$ cat src/design/quantized_l2_distance_scorer_unit_assert.svh
// Assertion macros for the quantized L2 distance scorer.
// Included by the modules that carry concurrent assertions; no other dependencies.
`ifndef QUANTIZED_L2_DISTANCE_SCORER_UNIT_ASSERT_SVH
`define QUANTIZED_L2_DISTANCE_SCORER_UNIT_ASSERT_SVH

// Same-cycle implication, disabled while reset is asserted
`define QLDS_ASSERT_IMP(label, clk, rstn, ante, cons, msg) \
    label: assert property (@(posedge clk) disable iff (!(rstn)) (ante) |-> (cons)) \
        else $error(msg);

// Next-cycle implication, disabled while reset is asserted
`define QLDS_ASSERT_NXT(label, clk, rstn, ante, cons, msg) \
    label: assert property (@(posedge clk) disable iff (!(rstn)) (ante) |=> (cons)) \
        else $error(msg);

`endif

$ cat src/design/qlds_pkg.sv
// Shared types and constants of the quantized L2 distance scorer.
// Used by qlds_store, qlds_mac, qlds_score and the top level; no dependencies.
package qlds_pkg;

    // Field widths
    localparam int VALUE_W  = 16;   // Q4.12 centroid / query component
    localparam int CODE_W   = 8;
    localparam int VNORM_W  = 16;   // Q8.8 vector norm
    localparam int SCALED_W = 40;   // 24 fractional bits
    localparam int DIST_W   = 48;   // 24 fractional bits, signed
    localparam int DIM_W    = 11;   // dimension register
    localparam int LBITS_W  = 4;    // level_bits register
    localparam int PROD_W   = 32;   // Q4.12 x Q4.12
    localparam int NORM_W   = 42;   // query norm accumulator, unsigned
    localparam int DOT_W    = 42;   // dot accumulator, signed
    localparam int TERM_W   = 52;   // rounded 2*vec_norm*dot, signed
    localparam int REQ_W    = 2;
    localparam int CFG_A_W  = 1;

    // Request kinds carried in tuser
    localparam logic [REQ_W-1:0] REQ_LOAD  = 2'd0;
    localparam logic [REQ_W-1:0] REQ_QUERY = 2'd1;
    localparam logic [REQ_W-1:0] REQ_CODE  = 2'd2;

    // Configuration register indexes
    localparam logic [CFG_A_W-1:0] CFG_DIMENSION  = 1'd0;
    localparam logic [CFG_A_W-1:0] CFG_LEVEL_BITS = 1'd1;

    // Memory access controls
    typedef struct packed {
        logic q_we;     // write query component
        logic c_we;     // write centroid
        logic rd_en;    // read query and centroid for a code
    } store_ctl_t;

    // Multiply-accumulate controls
    typedef struct packed {
        logic mul_en;   // register the product
        logic acc_en;   // fold the product into an accumulator
        logic sel_code; // 1: code item (dot), 0: query item (norm)
        logic clear;    // first element: start from zero
    } mac_ctl_t;

    // Final scoring controls
    typedef struct packed {
        logic scale_en; // partial products of vec_norm * dot
        logic term_en;  // combine and round
    } score_ctl_t;

endpackage

$ cat src/design/qlds_score.sv
// Final score: query_norm + scaled_norm - round(2 * vec_norm * dot), saturated.
// Two registered stages; depends on qlds_pkg for widths and the control struct.
module qlds_score (
    input  logic                               aclk,
    input  qlds_pkg::score_ctl_t               ctl,
    input  logic signed [qlds_pkg::DOT_W-1:0]  dot,
    input  logic [qlds_pkg::VNORM_W-1:0]       vec_norm,
    input  logic [qlds_pkg::NORM_W-1:0]        norm,
    input  logic [qlds_pkg::SCALED_W-1:0]      scaled,
    output logic [qlds_pkg::DIST_W-1:0]        distance
);

    localparam int HALF_W = qlds_pkg::DOT_W / 2;    // dot split point
    localparam int FULL_W = 60;
    localparam int SUM_W  = 54;
    localparam logic signed [SUM_W-1:0] OUT_MAX = (54'sd1 <<< (qlds_pkg::DIST_W - 1)) - 54'sd1;
    localparam logic signed [SUM_W-1:0] OUT_MIN = -(54'sd1 <<< (qlds_pkg::DIST_W - 1));

    logic [HALF_W+qlds_pkg::VNORM_W-1:0]          p_lo_reg;
    logic signed [HALF_W+qlds_pkg::VNORM_W:0]     p_hi_reg;
    logic signed [HALF_W-1:0]                     dot_hi;
    logic signed [qlds_pkg::VNORM_W:0]            vnorm_s;
    logic signed [FULL_W-1:0]                     full;
    logic signed [FULL_W-1:0]                     twice_rnd;
    logic signed [qlds_pkg::TERM_W-1:0]           term_reg;
    logic signed [SUM_W-1:0]                      dist_wide;

    // Stage 1: dot split into a signed high and an unsigned low half
    always_comb begin
        dot_hi  = dot[qlds_pkg::DOT_W-1:HALF_W];
        vnorm_s = {1'b0, vec_norm};
    end

    always_ff @(posedge aclk) begin
        if (ctl.scale_en) begin
            p_lo_reg <= dot[HALF_W-1:0] * vec_norm;
            p_hi_reg <= dot_hi * vnorm_s;
        end
    end

    // Stage 2: recombine, double, round half up to 24 fractional bits
    always_comb begin
        full      = (FULL_W'(p_hi_reg) <<< HALF_W) + $signed(FULL_W'(p_lo_reg));
        twice_rnd = (full <<< 1) + 60'sd128;
    end

    always_ff @(posedge aclk) begin
        if (ctl.term_en) begin
            term_reg <= twice_rnd[FULL_W-1:8];
        end
    end

    // Exact sum, then saturate to the output width
    always_comb begin
        dist_wide = $signed({12'd0, norm}) + $signed({14'd0, scaled}) - SUM_W'(term_reg);
        priority if (dist_wide > OUT_MAX) begin
            distance = OUT_MAX[qlds_pkg::DIST_W-1:0];
        end else if (dist_wide < OUT_MIN) begin
            distance = OUT_MIN[qlds_pkg::DIST_W-1:0];
        end else begin
            distance = dist_wide[qlds_pkg::DIST_W-1:0];
        end
    end

endmodule

$ cat config.mk
export PLATFORM = sky130hd
export DESIGN_NAME = qlds_score
export DESIGN_NICKNAME = d
export VERILOG_FILES = /design/src/design/quantized_l2_distance_scorer_unit_assert.svh /design/src/design/qlds_pkg.sv /design/src/design/qlds_score.sv
export SDC_FILE = /design/constraint.sdc
export NUM_CORES = 2
export LEC_CHECK = 0
export BUFFER_PORTS_ARGS = -buffer_cell sky130_fd_sc_hd__buf_2
export CAP_MARGIN = 15
export CORE_MARGIN = 5
export CORE_UTILIZATION = 39
export CTS_BUF_LIST = sky130_fd_sc_hd__clkbuf_8
export CTS_CLUSTER_DIAMETER = 80
export DETAILED_ROUTE_END_ITERATION = 16
export MAX_ROUTING_LAYER = met4
export SYNTH_ARGS = -nofsm -noshare
export SYNTH_HDL_FRONTEND = slang
export SYNTH_SLANG_ARGS = --single-unit
$ cat constraint.sdc
create_clock -name aclk -period 15.1 [get_ports aclk]
set_input_delay 2.265 -clock aclk [delete_from_list [all_inputs] [get_ports aclk]]
set_output_delay 2.265 -clock aclk [all_outputs]
set_load 0.02 [all_outputs]
# == Yosys cells after proc, flatten, opt, wreduce, memory -nomap -nowiden ==
# Index checks and enable logic that the tools add are counted.
# totals
ff_bits,127
# classes
n_addsub,4
mul,2
n_lt_le_gt_ge,2
n_mux,2
# ops
cell,n
two-way mux 48 bit,2
"adder 60 x 9 -> 60 bit, second input constant",1
adder 59 x 38 -> 59 bit,1
"greater-than comparator 53 x 48 -> 1 bit, second input constant",1
"< comparator 53 x 48 -> 1 bit, second input constant",1
subtractor 44 x 52 -> 53 bit,1
adder 42 x 40 -> 43 bit,1
multiplier 21 x 17 -> 38 bit,1
multiplier 21 x 16 -> 37 bit,1

# == Logic depth before layout (Yosys ltp) ==
# logic_depth
ltp_word,5
ltp_mapped,28
ltp_nobuf,27

# == Least setup slack after synthesis ==
# OpenSTA, ideal clock, no wires.
# synth_path
kind,input port to output port
startpoint,in norm[0] (netlist bit)
endpoint,out distance[21] (netlist bit)
arrival_time_ns,7.936
setup_slack_ns,4.899
path_stages,28
n_path_buf,1
path_cell_list,ha_1 -> fa_1 -> a21oi_1 -> o21ai_0 -> a2111oi_0 -> a21oi_1 -> a41o_1 -> o21a_1 -> a211o_1 -> a31oi_1 -> nor2_1 -> a21o_1 -> a21oi_1 -> xnor2_1 -> ha_1 -> a21o_1 -> a21o_1 -> a21o_1 -> a21o_1 -> a21oi_1 -> nor3b_1 -> o31ai_2 -> and2_1 -> a311o_1 -> nor4_4 -> a21oi_2 -> buf_2 -> a21oi_1
# synth_via
elab_chain_len,5
elab_cells_between_ends,6
# synth_lines
item,line,text
from (decl),qlds_score.sv:8,"input logic [qlds_pkg::NORM_W-1:0] norm,"
adder 42 x 40 -> 43 bit *,qlds_score.sv:55,"dist_wide = $signed({12'd0, norm}) + $signed({14'd0, scaled}) - SUM_W'(term_reg);"
subtractor 44 x 52 -> 53 bit *,qlds_score.sv:55,
< comparator 53 x 48 -> 1 bit,qlds_score.sv:58,end else if (dist_wide < OUT_MIN) begin
two-way mux 48 bit,qlds_score.sv:58,
two-way mux 48 bit *,qlds_score.sv:56,priority if (dist_wide > OUT_MAX) begin
to (decl),qlds_score.sv:10,output logic [qlds_pkg::DIST_W-1:0] distance
# Every way passes the cells marked *; elsewhere a longest branch is shown, timed or not.

# == Final worst setup path ==
# layout_path
startpoint,in norm[0] (netlist bit)
endpoint,out distance[10] (netlist bit)
# The elaborated chain is that of the path after synthesis.

==> impl_metrics.env <==
export IMPL_status="finished, final reports clean"
export IMPL_crit_start="norm[0]"
export IMPL_cts_setup_buffers=0
export IMPL_num_vias=25200
export IMPL_cts_buffers=17
export IMPL_nNetsFinal=4892
export IMPL_rsz0062_at_grt="false"
export IMPL_synth_area_per_cell_um2=8.92
export IMPL_area_delta_synth_final_pct=7.03
export IMPL_grtUsageTotal=0.195
export IMPL_r2r_start="p_lo_reg[21]"
export IMPL_finalHoldViolCount=0
export IMPL_slew_headroom=0.312
export IMPL_dr_first_iter_drc_count=1256
export IMPL_hp_start="p_lo_reg[11]"
export IMPL_syn_area_um2=33500
export IMPL_overflow=0
export IMPL_synth_warnings=0
export IMPL_grt_max_degree=70
export IMPL_most_common_layout_cells="inv_1, fa_1, nand2_1"
export IMPL_largest_reg_flops=52
export IMPL_regArea_um2=3630
export IMPL_rows=107
export IMPL_clkSinkCount=121
export IMPL_synth_nets=4800
export IMPL_synthCells=3755
export IMPL_gp_congestion=0.852
export IMPL_synthArstFlopShare=0
export IMPL_worstMarginPinSlew_ns=1.03
export IMPL_clk_pin_slew_ns=0.07
export IMPL_clockRootBuffer="clkbuf_8"
export IMPL_critical_path_class="input pin to output pin"
export IMPL_ant_nets=0
export IMPL_maxSlewViolCount=0
export IMPL_ys_flop_type="edfxtp_1"
export IMPL_dp_cells=4971
export IMPL_ctsResizeCount=0
export IMPL_drt_total_wl_um=84900
export IMPL_worst_ep_arrival_time_ns=8.83
export IMPL_clk_latency_ns=0.45
export IMPL_cp_start_kind="input pin"
export IMPL_die_area_um2=91800
export IMPL_placement_io_buffers=190
export IMPL_routed_via_density=5.03
export IMPL_synth_edff_count=121
export IMPL_drive_gt1_frac=0.0694
export IMPL_cts_tree="built"
export IMPL_cts_max_path_buffers=2
export IMPL_postCtsHoldBufs=0
export IMPL_cp_required_ns=12.84
export IMPL_n_fill_cell=8580
export IMPL_timing_fmax_ghz=0.0901
export IMPL_die_y_um=303
export IMPL_io_pins=191
export IMPL_firstDrtPassIters=7
export IMPL_die_width_um=303
export IMPL_setup_worst_path_end_class="output pin"
export IMPL_antenna_found_initial=4
export IMPL_layout_min_cycle_time_ns=11.10
export IMPL_synth_seq_area_share=0.109
export IMPL_setup_violations_final=0
export IMPL_grt_pass1_vias=26300
export IMPL_layout_commonest_cell="inv_1"
export IMPL_wl_per_cell_um=17.0
export IMPL_drc=0
export IMPL_tns_ns=0
export IMPL_ys_ff_latch=121
export IMPL_initial_core_util=0.393
export IMPL_synth_cell_types=81
export IMPL_core_area_um2=85100
export IMPL_hpwl_um=66500
export IMPL_critPathMaxFanout=34
export IMPL_finClkSkew_ns=0.0132
export IMPL_grt_pass1_wl_um=139000
export IMPL_hold_class="register to register"
export IMPL_h_tree_depth=4
export IMPL_final_area_um2=35800
export IMPL_multi_input_area_um2=26600
export IMPL_placed_area_um2=35500
export IMPL_drv_cap=0
export IMPL_fin_crit_sh=0.735
export IMPL_final_cells=5005
## final cells by class
type	count	share of cell area
Inverter	729	0.0764
Clock inverter	14	0.00262
Antenna cell	2	0.000140
Timing Repair Buffer	209	0.0311
Clock buffer	17	0.00653
Multi-Input combinational cell	2769	0.742
Tap cell	1144	0.0399
Sequential cell	121	0.101
## metal layers
| layer | wire length (um) | vias to the layer above | track usage |
|---|---|---|---|
| met1 | 39200 | 12400 | 0.267 |
| li1 | - | 12000 | - |
| met2 | 38700 | 679 | 0.311 |
| met3 | 5670 | 84 | 0.0288 |
| met5 | 0 | - | - |
| met4 | 1320 | 0 | 0.0376 |
## per-stage QoR
step / hold WS (ns) / setup slack [ns] / utilization
2_1_floorplan: 0.542 / 4.90 / -
3_3_place_gp: 0.561 / 3.68 / 0.417
3_5_place_dp: 0.564 / 3.60 / 0.417
4_1_cts: 0.565 / 3.55 / 0.420
5_1_grt: 0.578 / 3.44 / 0.421
6_report: 0.567 / 4.00 / 0.421
## kinds of logic (layout without fill, tap and decap cells)
| logic type | count (synthesis) | after routing | synth area share |
|---|---|---|---|
| mux | 3 | 3 | 0.000934 |
| xor+xnor | 217 | 217 | 0.0568 |
| fa+ha+maj | 902 | 902 | 0.472 |
| flops | 121 | 121 | 0.109 |
| other cells | 0 | 2 | 0 |
| buf+inv | 865 | 969 | 0.0978 |
| compound gates | 507 | 507 | 0.0988 |
| simple gates | 1140 | 1140 | 0.165 |
## cell usage after synthesis (all sizes together), types with 77 or more instances
library cell,number,share of area
a21o,81,0.018
a21oi,140,0.021
and2,267,0.050
clkbuf,124,0.014
edfxtp,121,0.11
fa,601,0.36
ha,301,0.11
inv,729,0.082
nand2,507,0.057
nor2,138,0.015
o21ai,115,0.017
xnor2,140,0.037
xor2,77,0.020
## critical path, stage by stage
cell	delay (ns)
buf_2	0.10
ha_1	0.22
fa_1	0.42
a21oi_1	0.22
o21ai_0	0.15
a2111oi_0	0.43
a21oi_1	0.16
a41o_1	0.32
o21a_1	0.24
a21oi_1	0.31
o21bai_1	0.11
a21oi_1	0.18
xnor2_1	0.09
ha_1	0.40
nand2_1	0.11
or3_1	0.41
o221a_2	0.30
o2bb2ai_1	0.24
a21oi_2	0.15
o31ai_2	0.30
and2_1	0.20
a311o_1	0.27
nand4_1	0.24
o21ai_4	0.44
buf_16	0.23
o21ai_0	0.11
buf_2	0.19
## worst paths after layout
path	endpoint	slack [ns]	cells after the start
worst max-delay path	distance[10]	4.00	27
worst min-delay path	term_reg[4]	0.57	1
worst max register to register	term_reg[46]	10.75	14
worst min register to register	term_reg[4]	0.57	1
Power is not shown: default switching activity piles up to over one toggle a cycle in this logic, so the estimate is an artifact.
