<file path="src/design/quantized_l2_distance_scorer_unit_assert.svh">
// Assertion macros for the quantized L2 distance scorer.
// Included by the modules that carry concurrent assertions; no other dependencies.
`ifndef QUANTIZED_L2_DISTANCE_SCORER_UNIT_ASSERT_SVH
`define QUANTIZED_L2_DISTANCE_SCORER_UNIT_ASSERT_SVH

// Same-cycle implication, disabled while reset is asserted
`define QLDS_ASSERT_IMP(label, clk, rstn, ante, cons, msg) \
    label: assert property (@(posedge clk) disable iff (!(rstn)) (ante) |-> (cons)) \
        else $error(msg);

// Next-cycle implication, disabled while reset is asserted
`define QLDS_ASSERT_NXT(label, clk, rstn, ante, cons, msg) \
    label: assert property (@(posedge clk) disable iff (!(rstn)) (ante) |=> (cons)) \
        else $error(msg);

`endif

</file>
<file path="src/design/qlds_pkg.sv">
// Shared types and constants of the quantized L2 distance scorer.
// Used by qlds_store, qlds_mac, qlds_score and the top level; no dependencies.
package qlds_pkg;

    // Field widths
    localparam int VALUE_W  = 16;   // Q4.12 centroid / query component
    localparam int CODE_W   = 8;
    localparam int VNORM_W  = 16;   // Q8.8 vector norm
    localparam int SCALED_W = 40;   // 24 fractional bits
    localparam int DIST_W   = 48;   // 24 fractional bits, signed
    localparam int DIM_W    = 11;   // dimension register
    localparam int LBITS_W  = 4;    // level_bits register
    localparam int PROD_W   = 32;   // Q4.12 x Q4.12
    localparam int NORM_W   = 42;   // query norm accumulator, unsigned
    localparam int DOT_W    = 42;   // dot accumulator, signed
    localparam int TERM_W   = 52;   // rounded 2*vec_norm*dot, signed
    localparam int REQ_W    = 2;
    localparam int CFG_A_W  = 1;

    // Request kinds carried in tuser
    localparam logic [REQ_W-1:0] REQ_LOAD  = 2'd0;
    localparam logic [REQ_W-1:0] REQ_QUERY = 2'd1;
    localparam logic [REQ_W-1:0] REQ_CODE  = 2'd2;

    // Configuration register indexes
    localparam logic [CFG_A_W-1:0] CFG_DIMENSION  = 1'd0;
    localparam logic [CFG_A_W-1:0] CFG_LEVEL_BITS = 1'd1;

    // Memory access controls
    typedef struct packed {
        logic q_we;     // write query component
        logic c_we;     // write centroid
        logic rd_en;    // read query and centroid for a code
    } store_ctl_t;

    // Multiply-accumulate controls
    typedef struct packed {
        logic mul_en;   // register the product
        logic acc_en;   // fold the product into an accumulator
        logic sel_code; // 1: code item (dot), 0: query item (norm)
        logic clear;    // first element: start from zero
    } mac_ctl_t;

    // Final scoring controls
    typedef struct packed {
        logic scale_en; // partial products of vec_norm * dot
        logic term_en;  // combine and round
    } score_ctl_t;

endpackage

</file>
<file path="src/design/qlds_mac.sv">
// Shared multiplier and the two saturating accumulators (query norm, dot).
// Depends on qlds_pkg for the control struct and widths.
module qlds_mac (
    input  logic                               aclk,
    input  logic                               aresetn,
    input  qlds_pkg::mac_ctl_t                 ctl,
    input  logic signed [qlds_pkg::VALUE_W-1:0] value,
    input  logic signed [qlds_pkg::VALUE_W-1:0] q_rdata,
    input  logic signed [qlds_pkg::VALUE_W-1:0] c_rdata,
    output logic [qlds_pkg::NORM_W-1:0]        norm,
    output logic signed [qlds_pkg::DOT_W-1:0]  dot
);

    localparam logic [qlds_pkg::NORM_W-1:0] NORM_MAX = '1;
    localparam logic signed [qlds_pkg::DOT_W:0] DOT_MAX =
        (43'sd1 <<< (qlds_pkg::DOT_W - 1)) - 43'sd1;
    localparam logic signed [qlds_pkg::DOT_W:0] DOT_MIN =
        -(43'sd1 <<< (qlds_pkg::DOT_W - 1));

    logic signed [qlds_pkg::VALUE_W-1:0] op_a;
    logic signed [qlds_pkg::VALUE_W-1:0] op_b;
    logic signed [qlds_pkg::PROD_W-1:0]  prod_reg;
    logic signed [qlds_pkg::PROD_W-1:0]  prod_next;
    logic [qlds_pkg::NORM_W-1:0]         norm_reg;
    logic [qlds_pkg::NORM_W-1:0]         norm_next;
    logic signed [qlds_pkg::DOT_W-1:0]   dot_reg;
    logic signed [qlds_pkg::DOT_W-1:0]   dot_next;
    logic [qlds_pkg::NORM_W-1:0]         norm_base;
    logic signed [qlds_pkg::DOT_W-1:0]   dot_base;
    logic [qlds_pkg::NORM_W:0]           norm_sum;
    logic signed [qlds_pkg::DOT_W:0]     dot_sum;

    // Operand select: square of the query component, or query times centroid
    always_comb begin
        op_a      = ctl.sel_code ? q_rdata : value;
        op_b      = ctl.sel_code ? c_rdata : value;
        prod_next = op_a * op_b;
    end

    always_ff @(posedge aclk) begin
        if (ctl.mul_en) begin
            prod_reg <= prod_next;
        end
    end

    // Saturating accumulate; the first element of a run starts from zero
    always_comb begin
        norm_base = ctl.clear ? '0 : norm_reg;
        dot_base  = ctl.clear ? '0 : dot_reg;
        // a square is never negative
        norm_sum  = {1'b0, norm_base} + {11'd0, prod_reg};
        dot_sum   = 43'(dot_base) + 43'(prod_reg);
        norm_next = norm_reg;
        dot_next  = dot_reg;
        if (ctl.acc_en && !ctl.sel_code) begin
            norm_next = norm_sum[qlds_pkg::NORM_W] ? NORM_MAX
                                                   : norm_sum[qlds_pkg::NORM_W-1:0];
        end
        if (ctl.acc_en && ctl.sel_code) begin
            priority if (dot_sum > DOT_MAX) begin
                dot_next = DOT_MAX[qlds_pkg::DOT_W-1:0];
            end else if (dot_sum < DOT_MIN) begin
                dot_next = DOT_MIN[qlds_pkg::DOT_W-1:0];
            end else begin
                dot_next = dot_sum[qlds_pkg::DOT_W-1:0];
            end
        end
    end

    always_ff @(posedge aclk) begin
        if (!aresetn) begin
            norm_reg <= '0;
            dot_reg  <= '0;
        end else begin
            norm_reg <= norm_next;
            dot_reg  <= dot_next;
        end
    end

    assign norm = norm_reg;
    assign dot  = dot_reg;

endmodule

</file>
<file path="config.mk">
export PLATFORM = sky130hd
export DESIGN_NAME = qlds_mac
export DESIGN_NICKNAME = d
export VERILOG_FILES = /design/src/design/quantized_l2_distance_scorer_unit_assert.svh /design/src/design/qlds_pkg.sv /design/src/design/qlds_mac.sv
export SDC_FILE = /design/constraint.sdc
export NUM_CORES = 1
export LEC_CHECK = 0
export ABC_AREA = 1
export BUFFER_PORTS_ARGS = -buffer_cell sky130_fd_sc_hd__buf_2
export CAP_MARGIN = 25
export CORE_ASPECT_RATIO = 0.8
export CORE_MARGIN = 2
export CORE_UTILIZATION = 33
export DETAILED_ROUTE_END_ITERATION = 10
export SETUP_SLACK_MARGIN = 0.5
export SLEW_MARGIN = 20
export SYNTH_ARGS = -nofsm -noshare
export SYNTH_HDL_FRONTEND = slang
export SYNTH_SLANG_ARGS = --single-unit
</file>
<file path="constraint.sdc">
create_clock -name aclk -period 11.5 [get_ports aclk]
set_input_delay 2.3 -clock aclk [delete_from_list [all_inputs] [get_ports aclk]]
set_output_delay 2.3 -clock aclk [all_outputs]
set_load 0.03 [all_outputs]
</file>
# Word-level counts from Yosys, hierarchy flattened
# Index checks and enable logic that the tools add are counted.
# W data, S select, Z words.
dict set report word_totals {
  reg_bits 116
  in_bits 54
  out_inout_bits 84
  elab_cells 18
}
dict set report op_classes {
  n_addsub 2
  mul 1
  order_cmp 2
  mux 7
  n_reduce_logical 3
}
# cell count
set ops {}
lappend ops {{$mux W42} 5}
lappend ops {{$add A42 B32 Y43} 2}
lappend ops {{$gt A43 B42 Y1 const B} 1}
lappend ops {{$lt A43 B42 Y1 const B} 1}
lappend ops {{$mul A16 B16 Y32} 1}
lappend ops {{$mux W16} 2}
lappend ops {{$logic_and A1 B1 Y1} 2}
lappend ops {{$logic_not A1 Y1} 1}

# Logic depth before layout (Yosys ltp)
dict set report depth {
  word_depth 5
  ltp_mapped 32
  depth_no_buf 29
}

# Worst setup path after synthesis
# No wires, ideal clock.
dict set report synth_path {
  path_type {in2reg}
  start {input ctl[1] in the netlist's numbering}
  end {register prod_reg[26] in the netlist's numbering, data pin}
  setup_ns 0.256
  arrival_time_ns 8.039
  required_ns 11.244
  path_slack_ns 3.204
  path_stages 30
  path_buffers 3
  path_cell_list {clkbuf_1 > inv_2 > clkbuf_1 > nand2_1 > inv_1 > a21oi_1 > inv_1 > clkbuf_1 > nand2_1 > fa_1 > inv_1 > fa_1 > inv_1 > fa_1 > inv_1 > fa_1 > fa_1 > inv_1 > fa_1 > inv_1 > ha_1 > a21oi_1 > o21ai_0 > a21oi_1 > nand3_1 > a21o_1 > nand2_1 > inv_1 > o21bai_1 > nand2_1}
}
dict set report synth_between {
  elab_chain_cells 2
  word_cells_on_any_way 3
  classes_between {mul: 1; mux: 2}
}
# element line
set synth_rtl {}
lappend synth_rtl {{start, declared} qlds_mac.sv:6} ;# input qlds_pkg::mac_ctl_t ctl,
lappend synth_rtl {{$mux W16 (on tied branches)} {qlds_mac.sv:35, qlds_mac.sv:36}}
lappend synth_rtl {{$mul A16 B16 Y32 *} qlds_mac.sv:37} ;# prod_next = op_a * op_b;
lappend synth_rtl {{net prod_next, one bit} qlds_mac.sv:23} ;# logic signed [qlds_pkg::PROD_W-1:0] prod_next;
lappend synth_rtl {{end signal, assigned} qlds_mac.sv:42} ;# prod_reg <= prod_next;
lappend synth_rtl {{end, declared} qlds_mac.sv:22} ;# logic signed [qlds_pkg::PROD_W-1:0] prod_reg;
# The timed path passes the listed nets; every way through them passes the cells marked *.
# A chain may end at the register's enable or synchronous reset.

# Worst setup path in the final report
dict set report layout_path {
  start {input ctl[1] in the netlist's numbering}
  end {register prod_reg[29] in the netlist's numbering, data pin}
}
# Same word-level chain as after synthesis.

==> impl_metrics.tcl <==
set metrics [dict create \
    status "finished clean" \
    die_h_um 230.0 \
    grt.total_usage_pct 20.25 \
    area_growth_pct 9.320 \
    cp_max_fo 36 \
    core_um2 62890 \
    grt_start_max_net_pins 82 \
    drt_wl_total_um 65170 \
    final_core_util_pct 36.64 \
    synth_seq_area_share_pct 12.54 \
    ant_nets 0 \
    gp_congestion 0.9815 \
    ctsHoldBuffers 0 \
    critPathRequiredTime_ps 11690 \
    start_util_pct 33.51 \
    post_drt_wl_per_cell_um 16.30 \
    num_rows 82 \
    dieArea_um2 65920 \
    drive_above_1_share_pct 8.613 \
    crit_arrival_ps 8950 \
    htreeDepth 4 \
    post-cts-setup-buffers 0 \
    grt_pass1_wl_um 104700 \
    cts_tree "done" \
    finalHoldViolCount 0 \
    end_kind "register" \
    slew_violations 0 \
    maxCapViolations 0 \
    ys.flop_type "dfxtp_1" \
    async_reset_ff_share_pct 0 \
    final.setup.tns_ps 0 \
    io_buffers 137 \
    finalSetupViolCount 0 \
    yosys.area.top_type "fa_1" \
    critPathKind "input port to register" \
    root_buffer "clkbuf_16" \
    finClkSkew_ps 15.15 \
    antenna_cells 0 \
    detailed_place_hpwl_um 54990 \
    ys_ff_latch 116 \
    min_path_type "register to register" \
    antenna_found_initial 4 \
    cts_buffers 17 \
    die_x_um 286.6 \
    gr-total-overflow 0 \
    stdcell_count 3998 \
    firstDrtPassIters 7 \
    synth_nets 3534 \
    io_pins 138 \
    netlist_top_cells_area "fa_1, nand2_1, inv_1" \
    avgSynthCellArea_um2 6.888 \
    synth_warnings 0 \
    synth_cells 3060 \
    first_iter_violations 1630 \
    synthDistinctLibCells 47 \
    fin_crit_sh_pct 76.17 \
    syn_area_um2 21080 \
    clock_latency_ps 450 \
    nNetsFinal 3619 \
    fmax_mhz 114.2 \
    place_inst 3966 \
    grt_setup_unrepaired "false" \
    relSlewSlack_pct 36.58 \
    period_minus_slack_ps 8760 \
    cts_resized 0 \
    crit_path_start_kind "input port" \
    clock-sinks 116 \
    grt_pass1_vias 18642 \
    clk_path_buf_depth 2 \
    netlist_top_cells_count "nand2_1, inv_1, nor2_1" \
    routed-via-count 19231 \
    worstMarginPinSlew_ps 951.3 \
    synth_edf_count 32 \
    synth_top_area_share_pct 25.08 \
    fillCellCount 6847 \
    avgViaCountPerCell 4.810 \
    synth.most_common_cell "nand2_1" \
    drc 0 \
    clk_pin_slew_ps 60 \
]
## metrics by stage
| step | area (um2) | setup slack (ps) | hold slack, ps |
|---|---|---|---|
| 3_5_place_dp | 22470 | 2381 | 544.3 |
| 2_1_floorplan | 21080 | 3204 | 587.8 |
| 3_3_place_gp | 22470 | 2395 | 538.6 |
| 6_report | 23040 | 2740 | 557.5 |
| 5_1_grt | 23040 | 2220 | 600.3 |
| 4_1_cts | 23040 | 2844 | 561.2 |
## area by class of cell
| cell class | count | area (um2) | area share [%] |
|---|---|---|---|
| repair buffers | 141 | 715.7 | 3.106 |
| inverters | 708 | 2660 | 11.54 |
| multi-input cells | 2161 | 15400 | 66.83 |
| clock inverters | 13 | 98.84 | 0.4290 |
| clock buffers | 19 | 475.5 | 2.064 |
| flip-flops and latches | 116 | 2643 | 11.47 |
| well taps | 840 | 1051 | 4.562 |
## worst max-delay path, cell delays in order
cell	delay [ps]
buf_2	470
inv_2	270
nand2_1	110
inv_1	50
a21oi_1	140
inv_1	290
nand2_1	210
inv_1	100
fa_1	740
fa_1	490
fa_1	490
fa_1	510
fa_1	490
inv_1	50
fa_1	470
inv_1	40
ha_1	340
a21oi_1	250
o21ai_0	210
a21oi_1	170
nand3_1	220
nand2_1	110
nand3_1	110
nand2_1	80
nand2_1	50
xor2_1	130
## final timing paths
kind | slack [ps] | depth (start not counted) | startpoint | end
worst max-delay path | 2740 | 26 | ctl[1] | prod_reg[29]$_DFFE_PP_
worst min-delay path | 560 | 2 | norm[38]$_SDFFE_PN0P_ | norm[38]$_SDFFE_PN0P_
worst max register to register | 7910 | 12 | prod_reg[31]$_DFFE_PP_ | dot[20]$_SDFFE_PN0P_
worst min register to register | 560 | 2 | norm[38]$_SDFFE_PN0P_ | norm[38]$_SDFFE_PN0P_
## per-layer routing
layer | global-route usage, % | wire [um] | vias up
met4 | 3.256 | 781 | 2
li1 | - | - | 9426
met1 | 30.74 | 32370 | 9213
met3 | 2.341 | 3844 | 42
met2 | 31.07 | 28160 | 548
met5 | 0 | 7 | -
## cell families after synthesis
| family | count (synthesis) | share of synthesized area [%] |
|---|---|---|
| simple gates | 1248 | 23.89 |
| buf+inv | 783 | 14.41 |
| fa+ha+maj | 420 | 34.34 |
| compound gates | 404 | 11.12 |
| flops | 116 | 12.54 |
| xor+xnor | 89 | 3.698 |
## cells in the final DEF (no fill, tap or decap), types with 7 or more instances in the layout
cell       Yosys  layout
xnor2_1       37      37
a21oi_1      163     163
inv_1        700     700
inv_2          7       7
nor3_1        17      17
nand2_2       14      14
nor2_2        11      11
dfxtp_1       84      84
fa_1         264     264
a21oi_2       51      51
nand2_1      790     790
o21ai_0      142     142
ha_1         156     156
buf_2          4     137
clkbuf_16      0      19
nand3_1       78      78
edfxtp_1      32      32
xor2_1        52      52
a21o_1         9       9
nand4_1       25      25
o21bai_1      22      22
nor2_1       293     293
Power is left out: the tool's default activity adds up to more than one toggle a clock period on the data nets, which glitch-free logic cannot reach.
